File: src/rtl/vpc_pkg.sv
// vpc_pkg: shared types, constants and helpers of the vector polar/cartesian converter
// used by vpc_prep, vpc_cordic_stage, vpc_finish and the top level, no dependencies

package vpc_pkg;

  localparam int FRAC_BITS_DEF    = 16;
  localparam int CORDIC_STEPS_DEF = 20;
  localparam int ANG_FRAC         = 30;
  localparam int EXTRA_BITS       = 24;
  localparam int ROOT_STAGES      = 32;
  localparam int CW               = 58;   // cordic x/y datapath
  localparam int ZW               = 34;   // angle accumulator
  localparam int RW               = 35;   // square root remainder

  localparam logic [32:0] HALF_PI_Q30 = 33'd1686629713;
  localparam logic [32:0] PI_Q30      = 33'd3373259426;
  localparam logic [32:0] TWO_PI_Q30  = 33'd6746518852;
  localparam logic [29:0] KINV_Q30    = 30'd652032874;
  // floor(2^62 / 2pi_q30), fits in 30 bits
  localparam logic [63:0] RECIP_62    = 64'h4000_0000_0000_0000 / {31'd0, TWO_PI_Q30};

  localparam logic signed [39:0] SAT_HI = 40'sd2147483647;
  localparam logic signed [39:0] SAT_LO = -40'sd2147483648;

  localparam logic [31:0] ATAN_Q30 [32] = '{
    32'h3243F6A8, 32'h1DAC6705, 32'h0FADBAFC, 32'h07F56EA6, 32'h03FEAB76, 32'h01FFD55B,
    32'h00FFFAAA, 32'h007FFF55, 32'h003FFFEA, 32'h001FFFFD, 32'h000FFFFF, 32'h0007FFFF,
    32'h0003FFFF, 32'h0001FFFF, 32'h0000FFFF, 32'h00007FFF, 32'h00003FFF, 32'h00001FFF,
    32'h00000FFF, 32'h000007FF, 32'h000003FF, 32'h000001FF, 32'h000000FF, 32'h0000007F,
    32'h0000003F, 32'h0000001F, 32'h0000000F, 32'h00000008, 32'h00000004, 32'h00000002,
    32'h00000001, 32'h00000000
  };

  typedef enum logic [1:0] {
    KIND_CART  = 2'd0,
    KIND_POLAR = 2'd1,
    KIND_ADD   = 2'd2,
    KIND_SUB   = 2'd3
  } vpc_kind_e;

  typedef enum logic [1:0] {
    ST_OK    = 2'd0,
    ST_SAT   = 2'd1,
    ST_UNDEF = 2'd2
  } vpc_status_e;

  // one item in flight through the cordic / square root chain
  typedef struct packed {
    logic                 rot;   // polar item, rotation mode
    logic                 sat;
    logic                 neg;
    logic                 zx;
    logic                 zy;
    logic signed [31:0]   px;
    logic signed [31:0]   py;
    logic signed [CW-1:0] cx;
    logic signed [CW-1:0] cy;
    logic signed [ZW-1:0] cz;
    logic [63:0]          sq;    // radicand, shifted out two bits a stage
    logic [31:0]          root;
    logic [RW-1:0]        rem;
  } vpc_cord_t;

  function automatic logic signed [31:0] sat32(input logic signed [39:0] v);
    if (v > SAT_HI) begin
      sat32 = 32'sh7fffffff;
    end else if (v < SAT_LO) begin
      sat32 = 32'sh80000000;
    end else begin
      sat32 = v[31:0];
    end
  endfunction

  function automatic logic ovf32(input logic signed [39:0] v);
    ovf32 = (v > SAT_HI) || (v < SAT_LO);
  endfunction

endpackage

File: src/rtl/vpc_out_if.sv
// vpc_out_if: result channel of the converter, valid/ready plus one result item
// no dependencies

interface vpc_out_if;
  logic        valid;
  logic        ready;
  logic [31:0] out_x;
  logic [31:0] out_y;
  logic [32:0] out_magnitude;
  logic [31:0] out_angle;
  logic [1:0]  status;

  modport source (output valid, out_x, out_y, out_magnitude, out_angle, status, input ready);
  modport sink   (input valid, out_x, out_y, out_magnitude, out_angle, status, output ready);
endinterface

File: src/rtl/vpc_finish.sv
// vpc_finish: rounding, special cases, saturation and the result register
// depends on vpc_pkg and vpc_out_if

module vpc_finish import vpc_pkg::*; #(
  parameter int FRAC_BITS = FRAC_BITS_DEF
) (
  input  logic      clk_i,
  input  logic      rst_ni,
  input  logic      in_valid_i,
  output logic      in_ready_o,
  input  vpc_cord_t in_data_i,
  vpc_out_if.source out_o
);

  localparam int SH = ANG_FRAC - FRAC_BITS;
  localparam logic signed [ZW-1:0] HALF_Z  = ZW'(HALF_PI_Q30);
  localparam logic signed [ZW-1:0] ARND    = ZW'(1) <<< (SH - 1);
  localparam logic signed [ZW-1:0] HALF_RZ = (HALF_Z + ARND) >>> SH;
  localparam logic signed [31:0]   HALF_OUT = 32'(HALF_RZ);
  localparam logic signed [CW-1:0] XRND    = CW'(1) <<< (EXTRA_BITS - 1);

  logic v_q;
  logic adv;

  logic signed [CW-1:0] rx, ry;
  logic signed [ZW-1:0] zc, za;
  logic signed [31:0]   sx, sy, ang;
  logic                 psat;
  logic [32:0]          mag;
  vpc_status_e          st;

  logic signed [31:0] x_q, y_q, ang_q;
  logic [32:0]        mag_q;
  vpc_status_e        st_q;

  assign adv = !v_q || out_o.ready;
  assign in_ready_o = adv;

  always_comb begin
    rx = (in_data_i.cx + XRND) >>> EXTRA_BITS;
    ry = (in_data_i.cy + XRND) >>> EXTRA_BITS;
    if (in_data_i.neg) begin
      rx = -rx;
      ry = -ry;
    end
    sx   = sat32(40'(rx));
    sy   = sat32(40'(ry));
    psat = ovf32(40'(rx)) || ovf32(40'(ry));

    if (in_data_i.cz < 0) begin
      zc = '0;
    end else if (in_data_i.cz > HALF_Z) begin
      zc = HALF_Z;
    end else begin
      zc = in_data_i.cz;
    end
    za = (zc + ARND) >>> SH;

    mag = {1'b0, in_data_i.root} + 33'(in_data_i.rem > {3'b000, in_data_i.root});

    if (in_data_i.zx && in_data_i.zy) begin
      ang = '0;
    end else if (in_data_i.zx) begin
      ang = HALF_OUT;
    end else if (in_data_i.zy) begin
      ang = '0;
    end else begin
      ang = 32'(za);
    end

    if (in_data_i.rot) begin
      st = psat ? ST_SAT : ST_OK;
    end else if (in_data_i.zx && in_data_i.zy) begin
      st = ST_UNDEF;
    end else begin
      st = in_data_i.sat ? ST_SAT : ST_OK;
    end
  end

  always_ff @(posedge clk_i or negedge rst_ni) begin
    if (!rst_ni) begin
      v_q <= 1'b0;
    end else if (adv) begin
      v_q <= in_valid_i;
    end
  end

  always_ff @(posedge clk_i) begin
    if (adv) begin
      x_q   <= in_data_i.rot ? sx : in_data_i.px;
      y_q   <= in_data_i.rot ? sy : in_data_i.py;
      mag_q <= in_data_i.rot ? {in_data_i.px[31], in_data_i.px} : mag;
      ang_q <= in_data_i.rot ? in_data_i.py : ang;
      st_q  <= st;
    end
  end

  assign out_o.valid         = v_q;
  assign out_o.out_x         = x_q;
  assign out_o.out_y         = y_q;
  assign out_o.out_magnitude = mag_q;
  assign out_o.out_angle     = ang_q;
  assign out_o.status        = st_q;

`ifndef SYNTHESIS
  a_undef_zero_mag: assert property (@(posedge clk_i) disable iff (!rst_ni)
    (v_q && st_q == ST_UNDEF) |-> (mag_q == '0 && ang_q == '0))
    else $error("zero vector result with nonzero magnitude or angle");

  a_undef_zero_xy: assert property (@(posedge clk_i) disable iff (!rst_ni)
    (v_q && st_q == ST_UNDEF) |-> (x_q == '0 && y_q == '0))
    else $error("undefined angle flagged on a nonzero vector");

  a_ref_angle_range: assert property (@(posedge clk_i) disable iff (!rst_ni)
    (in_valid_i && adv && !in_data_i.rot) |=> (ang_q >= 0 && ang_q <= HALF_OUT))
    else $error("reference angle outside 0..pi/2");
`endif

endmodule

File: src/flat_wrapper.sv
// flat-port wrapper written by rule: the top's interface ports become plain ports
module vpc_finish_flat import vpc_pkg::*;
#(
  parameter int FRAC_BITS = FRAC_BITS_DEF
)
  (clk_i, rst_ni, in_valid_i, in_ready_o, in_data_i, out_o_valid, out_o_out_x, out_o_out_y, out_o_out_magnitude, out_o_out_angle, out_o_status, out_o_ready);
  vpc_out_if out_o_i ();
  input  logic clk_i;
  input  logic rst_ni;
  input  logic in_valid_i;
  output logic in_ready_o;
  input  vpc_cord_t in_data_i;
  output wire logic [$bits(out_o_i.valid)-1:0] out_o_valid;
  output wire logic [$bits(out_o_i.out_x)-1:0] out_o_out_x;
  output wire logic [$bits(out_o_i.out_y)-1:0] out_o_out_y;
  output wire logic [$bits(out_o_i.out_magnitude)-1:0] out_o_out_magnitude;
  output wire logic [$bits(out_o_i.out_angle)-1:0] out_o_out_angle;
  output wire logic [$bits(out_o_i.status)-1:0] out_o_status;
  input wire logic [$bits(out_o_i.ready)-1:0] out_o_ready;
  assign out_o_valid = out_o_i.valid;
  assign out_o_out_x = out_o_i.out_x;
  assign out_o_out_y = out_o_i.out_y;
  assign out_o_out_magnitude = out_o_i.out_magnitude;
  assign out_o_out_angle = out_o_i.out_angle;
  assign out_o_status = out_o_i.status;
  assign out_o_i.ready = out_o_ready;
  vpc_finish #(.FRAC_BITS(FRAC_BITS)) u_core (.clk_i(clk_i), .rst_ni(rst_ni), .in_valid_i(in_valid_i), .in_ready_o(in_ready_o), .in_data_i(in_data_i), .out_o(out_o_i));
endmodule
File: config.mk
export PLATFORM = sky130hd
export DESIGN_NAME = vpc_finish_flat
export DESIGN_NICKNAME = d
export VERILOG_FILES = /design/src/rtl/vpc_pkg.sv /design/src/rtl/vpc_out_if.sv /design/src/rtl/vpc_finish.sv /design/src/flat_wrapper.sv
export SDC_FILE = /design/constraint.sdc
export NUM_CORES = 1
export LEC_CHECK = 0
export ABC_AREA = 1
export BUFFER_PORTS_ARGS = -buffer_cell sky130_fd_sc_hd__buf_4
export CAP_MARGIN = 20
export CORE_AREA = 8 8 181 183
export DETAILED_ROUTE_END_ITERATION = 12
export DIE_AREA = 0 0 189 191
export GPL_ROUTABILITY_DRIVEN = 0
export PLACE_DENSITY_LB_ADDON = 0.2
export SETUP_SLACK_MARGIN = 0.05
export SYNTH_ARGS = -nofsm -noshare
export SYNTH_HDL_FRONTEND = slang
export SYNTH_SLANG_ARGS = --single-unit
export TNS_END_PERCENT = 10
File: constraint.sdc
create_clock -name clk_i -period 6.8 [get_ports clk_i]
set_input_delay 1.02 -clock clk_i [delete_from_list [all_inputs] [get_ports clk_i]]
set_output_delay 1.02 -clock clk_i [all_outputs]
set_load 0.02 [all_outputs]
* Word-level counts from Yosys, hierarchy flattened *
Cells that the tools add are included.
Widths: inputs -> output; s select.

word-level totals
  register bits after elaboration = 132

cells by class
  reductions and logical operators = 6
  order comparisons = 7
  multiplexer cells = 19
  add/subtract/negate cells = 6

operators by type and width
  kind                    count
  $mux 32                 10
  $add 58x25->58 const B  2
  $gt 40x32->1 const B    2
  $lt 40x32->1 const B    2
  $mux 40                 2
  $neg 34->40             2
  $mux 34                 2
  $gt 35x32->1            1
  $add 34x15->34 const B  1
  $gt 34x32->1 const B    1
  $lt 34x1->1 const B     1
  $add 32x1->33           1
  $mux 33                 1
  $logic_or 1x1->1        4
  $mux 2                  2
  $mux 1                  2
  $logic_and 1x1->1       1
  $logic_not 1->1         1

* Logic depth before layout (Yosys ltp) *
Gate-level depths: netlist of the first run.

  depth in word-level cells = 8
  mapped depth = 31
  gate-level depth less buffers = 31

* Least setup slack after synthesis of the first run *
No wires, ideal clock.

  kind = input -> output
  start = in out_o_ready
  end = out in_ready_o
  cell stages on the path = 2
  setup slack = 1.830 ns
  arrival = 3.950 ns
  data required time = 5.780 ns
  cell sequence = inv_1 > nand2_1

on the way
  cells in the longest elaborated chain, start to end = 1

RTL lines
  what              RTL line            source
  from (decl)       flat_wrapper.sv:19  input wire logic [$bits(out_o_i.ready)-1:0] out_o_ready;
  $logic_or 1x1->1  vpc_finish.sv:36    assign adv = !v_q || out_o.ready;
  to (decl)         flat_wrapper.sv:11  output logic in_ready_o;

No other way between the ends.

* Final worst setup path of the first run *
  start = in in_data_i[45] in the netlist's numbering
  end = reg u_core.mag_q[28], in the netlist u_core.out_o.out_magnitude[28] (data pin)

on the way
  cells in the longest elaborated chain, start to end = 3

RTL lines
  what                  RTL line            source
  from (decl)           flat_wrapper.sv:12  input vpc_cord_t in_data_i;
  $gt 35x32->1          vpc_finish.sv:59    mag = {1'b0, in_data_i.root} + 33'(in_data_i.rem > {3'b000, in_data_i.root});
  $add 32x1->33 (*)     vpc_finish.sv:59
  $mux 33 (*)           vpc_finish.sv:92    mag_q <= in_data_i.rot ? {in_data_i.px[31], in_data_i.px} : mag;
  to (signal assigned)  vpc_finish.sv:92
  to (decl)             vpc_finish.sv:33    logic [32:0] mag_q;

Every way passes the cells marked *; elsewhere a longest branch is shown, timed or not.
A chain may end at the register's enable or synchronous reset.

==> impl_results.md, run 1 <==
- CTS tree: done
- Avg Cell Area, Syn: 6.43 um^2
- First-pass GRT wire length: 71000 um
- Initial antenna violation count: 2
- Status: finished, final reports clean
- Total Routed Length: 47000 um
- Leak: 8.43 nW
- Warnings from Yosys: 0
- Vias: 13926
- Global route total overflow: 0
- Gr usage total: 24.9%
- Most frequent cells in the layout: nand2_1, buf_4, inv_1
- Drt pass-1 iters: 7
- Core area: 30000 um^2
- Worst EP required: 6.98 ns
- Cell area power density: 169 nW/um^2
- Die W: 189 um
- Largest net degree at the start of global routing: 82
- Crit Path Category: primary input to register
- RSZ-0062 raised after global routing: false
- CP Launch Type: primary input
- Net Count, Synth: 2381
- Max_slew headroom: 27.6%
- CTS hold repair buffers: 0
- Die Span Y: 191 um
- Clk_lat worst skew: 0.43 ns
- Ranking of synthesized cells by area: edfxtp_1, nand2_1, inv_1
- Worst Reg-to-Reg Cells: 3
- # DRC: 0
- Synthesis-to-layout area growth: 28.7%
- Clock Skew: 0.00474 ns
- Fin util: 54.7%
- Layout cells sized above 1: 21.2%
- Synth unique cells: 53
- Cell area after layout: 16400 um^2
- CTS buffer count: 17
- Most common cell after layout, fill and taps aside: nand2_1
- Worst R2R End: u_core.out_o.valid
- R2r setup slk: 4.41 ns
- Port bufs: 376
- Hpwl dp: 39100 um
- Setup WS pre-CTS: 1.15 ns
- Vias in the first global route: 12976
- Final Hold Fails: 0
- Final min period: 5.30 ns
- Critical Path End: u_core.out_o.out_magnitude[28]
- Reg clk slew, reported paths: 0.06 ns
- CP most frequent cell: nand2_1
- Setup Viol. Count Final: 0
- PnR worst setup slack: 1.50 ns
- Post-synth top area share: 30.8%
- Sink Count: 132
- Hold crit path type: primary input to async pin
- Sequential area share after synthesis: 31.0%
- Post-DP Area: 15900 um^2
- FF-to-FF Start: u_core.out_o.valid
- Yosys reg bits: 132
- CTS Root Cell: clkbuf_16
- Routed len/inst: 17.1 um
- Pins Over Slew Limit: 0
- Worst-margin pin slew: 1.09 ns
- Io pins: 487
- Crit path max fanout: 4
- WP data arrival: 5.48 ns
- Routed Antenna Nets: 0
- Post-synth top area cell: edfxtp_1
- Max VDD drop: 0.121 mV
- Post-cts resize count: 0
- Final #Nets: 2734
- Max H-tree Level: 4
- EDFF count, synth: 131
- Synth Cell Area: 12800 um^2
- Row count: 64
- Crit-path max cell delay: 0.44 ns
- Starting DRT DRC Count: 1155
- WHS: 0.352 ns
- Ys async rst share: 0.758%
- FMAX: 189 MHz
- Post-CTS setup buffer count: 0
- Worst setup EP type: register
- Post-synthesis cell count: 1988
- Prevailing post-synth register cell: edfxtp_1
- Slowest cell on the critical path: nor3_1
- Die ar.: 36100 um^2
- Max-Cap Viols: 0
- Setup TNS: 0 ns
- Crit path from: in_data_i[45]
- Fin crit share: 77.9%
- Clock Path Buffers: 2
- Initial Util: 42.5%
- Via/cell ratio: 5.06
[cell usage after synthesis, types with 24 or more instances]
cell type / number
nand3_1: 99
nor2_1: 248
nand4_1: 35
nand2_2: 24
o21ai_0: 51
ha_1: 39
edfxtp_1: 131
nor3_1: 37
nand2_1: 728
xor2_1: 79
a21oi_1: 64
clkbuf_1: 25
inv_1: 262
[routing by layer]
metal / vias to the layer above / share of wire, % / global-route usage, %
met2: 593 / 45 / 40.5
met4: 0 / 3.3 / 9.05
met3: 70 / 6.8 / 4.14
li1: 6994 / - / -
met5: - / 0 / 0
met1: 6269 / 45 / 33.0
[metrics by stage]
stage,power [mW],instances
after floorplan,1.51,1988
after global placement,1.89,2718
after detailed placement,1.90,2718
after CTS,2.78,2750
after global routing,2.89,2752
final,2.77,2752
[worst max-delay path: cells and delay by family]
family / cells / cell delay [ns]
AO/OA/AOI/OAI: 4 / 0.59
AND/OR/NAND/NOR: 16 / 2.52
buffers and inverters: 6 / 0.44
adder cells (fa/ha/maj): 3 / 0.72
XOR/XNOR: 1 / 0.19
[how the worst min path moves through the flow]
stage / from / end / slack (ns) / depth (start not counted)
detailed placement: rst_ni / u_core.out_o.valid / 0.80 / 1
global placement: rst_ni / u_core.out_o.valid / 0.80 / 1
finish: rst_ni / u_core.out_o.valid / 0.35 / 1
CTS: rst_ni / u_core.out_o.valid / 0.33 / 1
global route: rst_ni / u_core.out_o.valid / 0.33 / 1
floorplan: rst_ni / u_core.out_o.valid / 0.72 / 0
[power breakdown]
group,internal [mW],switching [mW]
sequential,0.997,0.0300
combinational,0.328,0.537
clock,0.530,0.348
total,1.86,0.915
[sequential cells by signal, summed over array words and instances, names as in the netlist]
register and flops:
u_core.out_o.out_magnitude 33, u_core.out_o.valid 1, u_core.out_o.out_y 32, u_core.out_o.out_angle 32, u_core.out_o.status 2, u_core.out_o.out_x 32
[kinds of logic after synthesis]
family,share of synthesized area [%]
and+or+nand+nor,41.7
buffers and inverters,10.2
AOI/OAI and AO/OA,6.59
DFF,31.0
xor gates and xnor gates,6.72
adders and majority gates,3.82
[final cells by class]
cell class              count  area, um^2
repair buffers            380        2850
multi-input cells        1529        7520
diodes                      2        5.00
flip-flops and latches    132        3960
inverters                 281        1060
clock inverters            13         116
clock buffers              19         433
fillers                  3003       13600
well taps                 396         495
Power figures use the tool's default switching activity.
==> run 2, diff against run 1 <==
Settings changed: CORE_AREA 8 8 181 183 to 8 8 182 184, DIE_AREA 0 0 189 191 to 0 0 190 192.
Clock period 6.8 ns to 5 ns, I/O delays scaled along.
==> impl_results.md, run 2 (synthesis gave the netlist of run 1 again) <==
- Die W: 190 um (was 189 um)
- Crit-path max cell delay: 0.32 ns (was 0.44 ns)
- Global route total overflow: 0 (unchanged)
- First-pass GRT wire length: 70500 um (was 71000 um)
- Worst setup EP type: register (unchanged)
- Layout cells sized above 1: 21.5% (was 21.2%)
- Final #Nets: 2738 (was 2734)
- Multi-input gate area: 7530 um^2 (was 7520 um^2)
- Hold crit path type: primary input to async pin (unchanged)
- Most frequent cells in the layout: nand2_1, buf_4, inv_1 (unchanged)
- Crit path from: in_data_i[45] (unchanged)
- RSZ-0062 raised after global routing: true (was false)
- Die Span Y: 192 um (was 191 um)
- Largest net degree at the start of global routing: 134 (was 82)
- Seq. cell area: 3960 um^2 (unchanged)
- Placed Instances: 2722 (was 2718)
- CP Depth: 28 (was 30)
- Synthesis-to-layout area growth: 29.5% (was 28.7%)
- Max VDD drop: 0.180 mV (was 0.121 mV)
- Max_slew headroom: 44.7% (was 27.6%)
- Status: finished, final reports clean (unchanged)
- CTS buffer count: 17 (unchanged)
- Leak: 8.47 nW (was 8.43 nW)
- Final Total Pwr: 3.86 mW (was 2.77 mW)
- Fin crit share: 90.2%
- FMAX: 222 MHz
- CTS tree: done (unchanged)
- Most common cell after layout, fill and taps aside: nand2_1 (unchanged)
- Hpwl dp: 39500 um (was 39100 um)
- Max reg flops: 33 (unchanged)
- Worst EP required: 5.17 ns (was 6.98 ns)
- Pins Over Slew Limit: 0 (unchanged)
- CP Launch Type: primary input (unchanged)
- Final Hold Fails: 0 (unchanged)
- CTS Root Cell: clkbuf_16 (unchanged)
- Max-Cap Viols: 0 (unchanged)
- Setup Viol. Count Final: 0 (unchanged)
- Starting DRT DRC Count: 1244 (was 1155)
- Vias in the first global route: 12985 (was 12976)
- Crit path buffers/inverters: 3 (was 6)
- R2r setup slk: 3.49 ns (was 4.41 ns)
- Max H-tree Level: 4 (unchanged)
- Die ar.: 36500 um^2 (was 36100 um^2)
- Io pins: 487 (unchanged)
- Initial antenna violation count: 3 (was 2)
- Clock Path Buffers: 2 (unchanged)
- # DRC: 0 (unchanged)
- Final min period: 4.51 ns
- Worst Reg-to-Reg Cells: 2 (was 3)
- Layout fillers: 2998 (was 3003)
- Clock Skew: 0.0102 ns (was 0.00474 ns)
- Crit Path Category: primary input to register (unchanged)
- Sink Count: 132 (unchanged)
- Fin util: 54.8% (was 54.7%)
- Worst-margin pin slew: 0.827 ns (was 1.09 ns)
- FF-to-FF Start: u_core.out_o.valid (unchanged)
- WP data arrival: 4.68 ns (was 5.48 ns)
- Cell area power density: 233 nW/um^2 (was 169 nW/um^2)
- Worst R2R End: u_core.out_o.out_x[4] (was u_core.out_o.valid)
- CP most frequent cell: nand2_1 (unchanged)
- Routed Antenna Nets: 0 (unchanged)
- Row count: 64 (unchanged)
- Drt pass-1 iters: 6 (was 7)
- Crit path max fanout: 4 (unchanged)
- Vias: 13835 (was 13926)
- Critical path's top delay family: simple AND/OR/NAND/NOR gates (unchanged)
- Post-Layout Cell Count: 2756 (was 2752)
- Via/cell ratio: 5.02 (was 5.06)
- WHS: 0.0932 ns (was 0.352 ns)
- Setup TNS: 0 ns (unchanged)
- Critical Path End: u_core.out_o.out_magnitude[21] (was u_core.out_o.out_magnitude[28])
- Slowest cell on the critical path: ha_1 (was nor3_1)
- Gr usage total: 24.6% (was 24.9%)
- Core area: 30200 um^2 (was 30000 um^2)
- Initial Util: 42.3% (was 42.5%)
- Routed len/inst: 17.1 um (about the same)
- Clk_lat worst skew: 0.42 ns (was 0.43 ns)
- Total Routed Length: 47300 um (was 47000 um)
- Reg clk slew, reported paths: 0.06 ns (about the same)
- Port bufs: 376 (unchanged)
[run 2: cell type report]
class,instances,share of cell area (%)
inverters,281,6.38
well taps,396,2.99
multi-input cells,1529,45.5
repair buffers,384,17.5
clock inverters,15,1.10
clock buffers,17,2.57
diodes,2,0.0302
flip-flops and latches,132,23.9
[run 2: per-stage QoR]
step	instance area, um^2	setup WS, ns
after floorplan	12800	0.570
after global placement	15900	0.112
after detailed placement	15900	0.0760
after CTS	16500	0.410
after global routing	16500	0.0331
final	16500	0.489
[run 2: repair_timing]
action | CTS | global route
endpoints found under the setup margin | 0 | 3
gates resized for setup | 0 | 2
buffers inserted | 0 | 0
hold buffers | 0 | 0
[run 2: report_power, final]
| part | switching (mW) | total, mW | internal, mW |
|---|---|---|---|
| clock network | 0.499 | 1.29 | 0.787 |
| logic | 0.727 | 1.18 | 0.449 |
| registers | 0.0434 | 1.40 | 1.36 |
| total | 1.27 | 3.86 | 2.59 |
[run 2: how the worst min path moves through the flow]
stage	slack (ns)	from	cells after the start	end
4_1_cts	0.08	rst_ni	1	u_core.out_o.valid
5_1_grt	0.07	rst_ni	1	u_core.out_o.valid
3_3_place_gp	0.53	rst_ni	1	u_core.out_o.valid
3_5_place_dp	0.53	rst_ni	1	u_core.out_o.valid
6_report	0.09	rst_ni	1	u_core.out_o.valid
2_1_floorplan	0.45	rst_ni	0	u_core.out_o.valid
[run 2: worst register-to-register path, cell delays in order, from the launching register on]
cell and delay [ns]:
dfrtp_1 0.40, nand2_4 0.08, buf_12 0.45
[run 2: metal layers]
metal	vias up	wire, um	track usage, %
met1	6208	20400	31.7
met5	-	13	0
met3	64	3600	4.76
met4	2	1440	9.08
met2	554	21800	40.4
li1	7007	-	-
==> run 3, diff against run 2 <==
Settings changed: GPL_TIMING_DRIVEN from default to 0.
==> impl_results.md, run 3 (synthesis gave the netlist of run 1 again) <==
- Row count: 64 (unchanged)
- CTS Root Cell: clkbuf_16 (unchanged)
- Largest net degree at the start of global routing: 48 (was 134)
- Vias: 14046 (was 13835)
- Top routing layer used: met4 (was met5)
- Drt pass-1 iters: 6 (unchanged)
- Reg clk slew, reported paths: 0.06 ns (about the same)
- Met3 WL post-DR: 3630 um (was 3600 um)
- Clock Path Buffers: 2 (unchanged)
- Post-Layout Cell Count: 2795 (was 2756)
- Final min period: 4.65 ns (was 4.51 ns)
- Routed len/inst: 17.6 um (was 17.1 um)
- Global route total overflow: 0 (unchanged)
- Initial Util: 42.3% (unchanged)
- Setup Viol. Count Final: 0 (unchanged)
- Met2 Wirelength: 23500 um (was 21800 um)
- Layout cells sized above 1: 21.3% (was 21.5%)
- FMAX: 215 MHz (was 222 MHz)
- Worst EP required: 5.18 ns (was 5.17 ns)
- Most frequent cells in the layout: nand2_1, buf_4, inv_1 (unchanged)
- Routed Antenna Nets: 0 (unchanged)
- Status: finished, final reports clean (unchanged)
- WP data arrival: 4.83 ns (was 4.68 ns)
- # DRC: 0 (unchanged)
- Fin crit share: 92.9% (was 90.2%)
- Total Routed Length: 49300 um (was 47300 um)
- Critical path's top delay family: simple AND/OR/NAND/NOR gates (unchanged)
- FF-to-FF Start: u_core.out_o.valid (unchanged)
- Pins Over Slew Limit: 0 (unchanged)
- Crit path buffers/inverters: 6 (was 3)
- Gr usage total: 26.0% (was 24.6%)
- Worst-margin pin slew: 0.855 ns (was 0.827 ns)
- Crit path max fanout: 4 (unchanged)
- Vias in the first global route: 13432 (was 12985)
- Port bufs: 375 (was 376)
- Worst Reg-to-Reg Cells: 3 (was 2)
- Core area: 30200 um^2 (unchanged)
- Fin util: 55.5% (was 54.8%)
- Die Span Y: 192 um (unchanged)
- CTS buffer count: 17 (unchanged)
- RSZ-0062 raised after global routing: true (unchanged)
- Post-CTS setup buffer count: 0 (unchanged)
- Clock Skew: 0.00459 ns (was 0.0102 ns)
- Die ar.: 36500 um^2 (unchanged)
- Sink Count: 132 (unchanged)
- Initial antenna violation count: 2 (was 3)
- Worst R2R End: u_core.out_o.out_magnitude[9] (was u_core.out_o.out_x[4])
- Slowest cell on the critical path: nor3_1 (was ha_1)
- R2r setup slk: 3.13 ns (was 3.49 ns)
- Cell area power density: 231 nW/um^2 (was 233 nW/um^2)
- Die W: 190 um (unchanged)
- Hpwl dp: 42100 um (was 39500 um)
- Leak: 8.57 nW (was 8.47 nW)
- Routed met1 length: 20700 um (was 20400 um)
- WHS: 0.0820 ns (was 0.0932 ns)
- Starting DRT DRC Count: 1056 (was 1244)
- Crit Path Category: primary input to register (unchanged)
- First-pass GRT wire length: 74100 um (was 70500 um)
- Max reg flops: 33 (unchanged)
- Crit-path max cell delay: 0.37 ns (was 0.32 ns)
- Synthesis-to-layout area growth: 31.0% (was 29.5%)
- Hold crit path type: primary input to async pin (unchanged)
- Max_slew headroom: 43.0% (was 44.7%)
- Max VDD drop: 0.173 mV (was 0.180 mV)
- Final #Nets: 2777 (was 2738)
- Clk_lat worst skew: 0.43 ns (was 0.42 ns)
- Io pins: 487 (unchanged)
- Via/cell ratio: 5.03 (was 5.02)
- CTS tree: done (unchanged)
- Final Hold Fails: 0 (unchanged)
- Max H-tree Level: 4 (unchanged)
- Layout fillers: 2996 (was 2998)
- Most common cell after layout, fill and taps aside: nand2_1 (unchanged)
- Placed Instances: 2761 (was 2722)
- Worst setup EP type: register (unchanged)
- Max-Cap Viols: 0 (unchanged)
- CP Launch Type: primary input (unchanged)
- CP most frequent cell: nand2_1 (unchanged)
[run 3: timing repair]
action / CTS / global route
hold buffers: 0 / 0
endpoints found under the hold margin: 0 / 0
endpoints found under the setup margin: 0 / 7
gates resized for setup: 0 / 3
[run 3: final cells by class]
cell class	instances	area, um^2	share of cell area (%)
Tap cell	396	495	2.96
Buffer	46	245	1.46
Multi-Input combinational cell	1529	7540	45.0
Inverter	281	1060	6.31
Antenna cell	2	5.00	0.0299
Clock inverter	13	140	0.837
Sequential cell	132	3960	23.6
Timing Repair Buffer	377	2870	17.1
Clock buffer	19	433	2.59
[run 3: worst max path at each step]
stage | endpoint | slack, ns | startpoint | depth (start not counted)
after global routing | u_core.out_o.out_magnitude[30] | 0.03 | in_data_i[45] | 32
after floorplan | in_ready_o | 0.57 | out_o_ready | 2
after global placement | in_ready_o | -1.31 | out_o_ready | 4
final | u_core.out_o.out_magnitude[24] | 0.35 | in_data_i[45] | 30
after CTS | u_core.out_o.out_magnitude[30] | 0.11 | in_data_i[45] | 32
after detailed placement | u_core.out_o.out_magnitude[30] | -0.32 | in_data_i[45] | 32
[run 3: per-layer routing]
layer / vias up / GRT usage (%)
met5: - / 0
met2: 575 / 45.1
met4: 0 / 9.74
met3: 81 / 4.19
met1: 6299 / 32.2
li1: 7091 / -
[run 3: report_power, final]
part           internal (mW)  total, mW  switching, mW
Sequential              1.36       1.40         0.0446
Combinational          0.470       1.22          0.746
Clock                  0.772       1.25          0.473
[run 3: metrics by stage]
step | setup WS (ns) | area, um^2 | setup TNS [ns] | power, mW
3_5_place_dp | -0.320 | 16100 | -1.84 | 2.63
2_1_floorplan | 0.570 | 12800 | 0 | 2.06
5_1_grt | 0.0310 | 16700 | 0 | 4.03
3_3_place_gp | -1.31 | 16100 | -90.66 | 2.62
6_report | 0.354 | 16700 | 0 | 3.86
4_1_cts | 0.110 | 16700 | 0 | 3.87
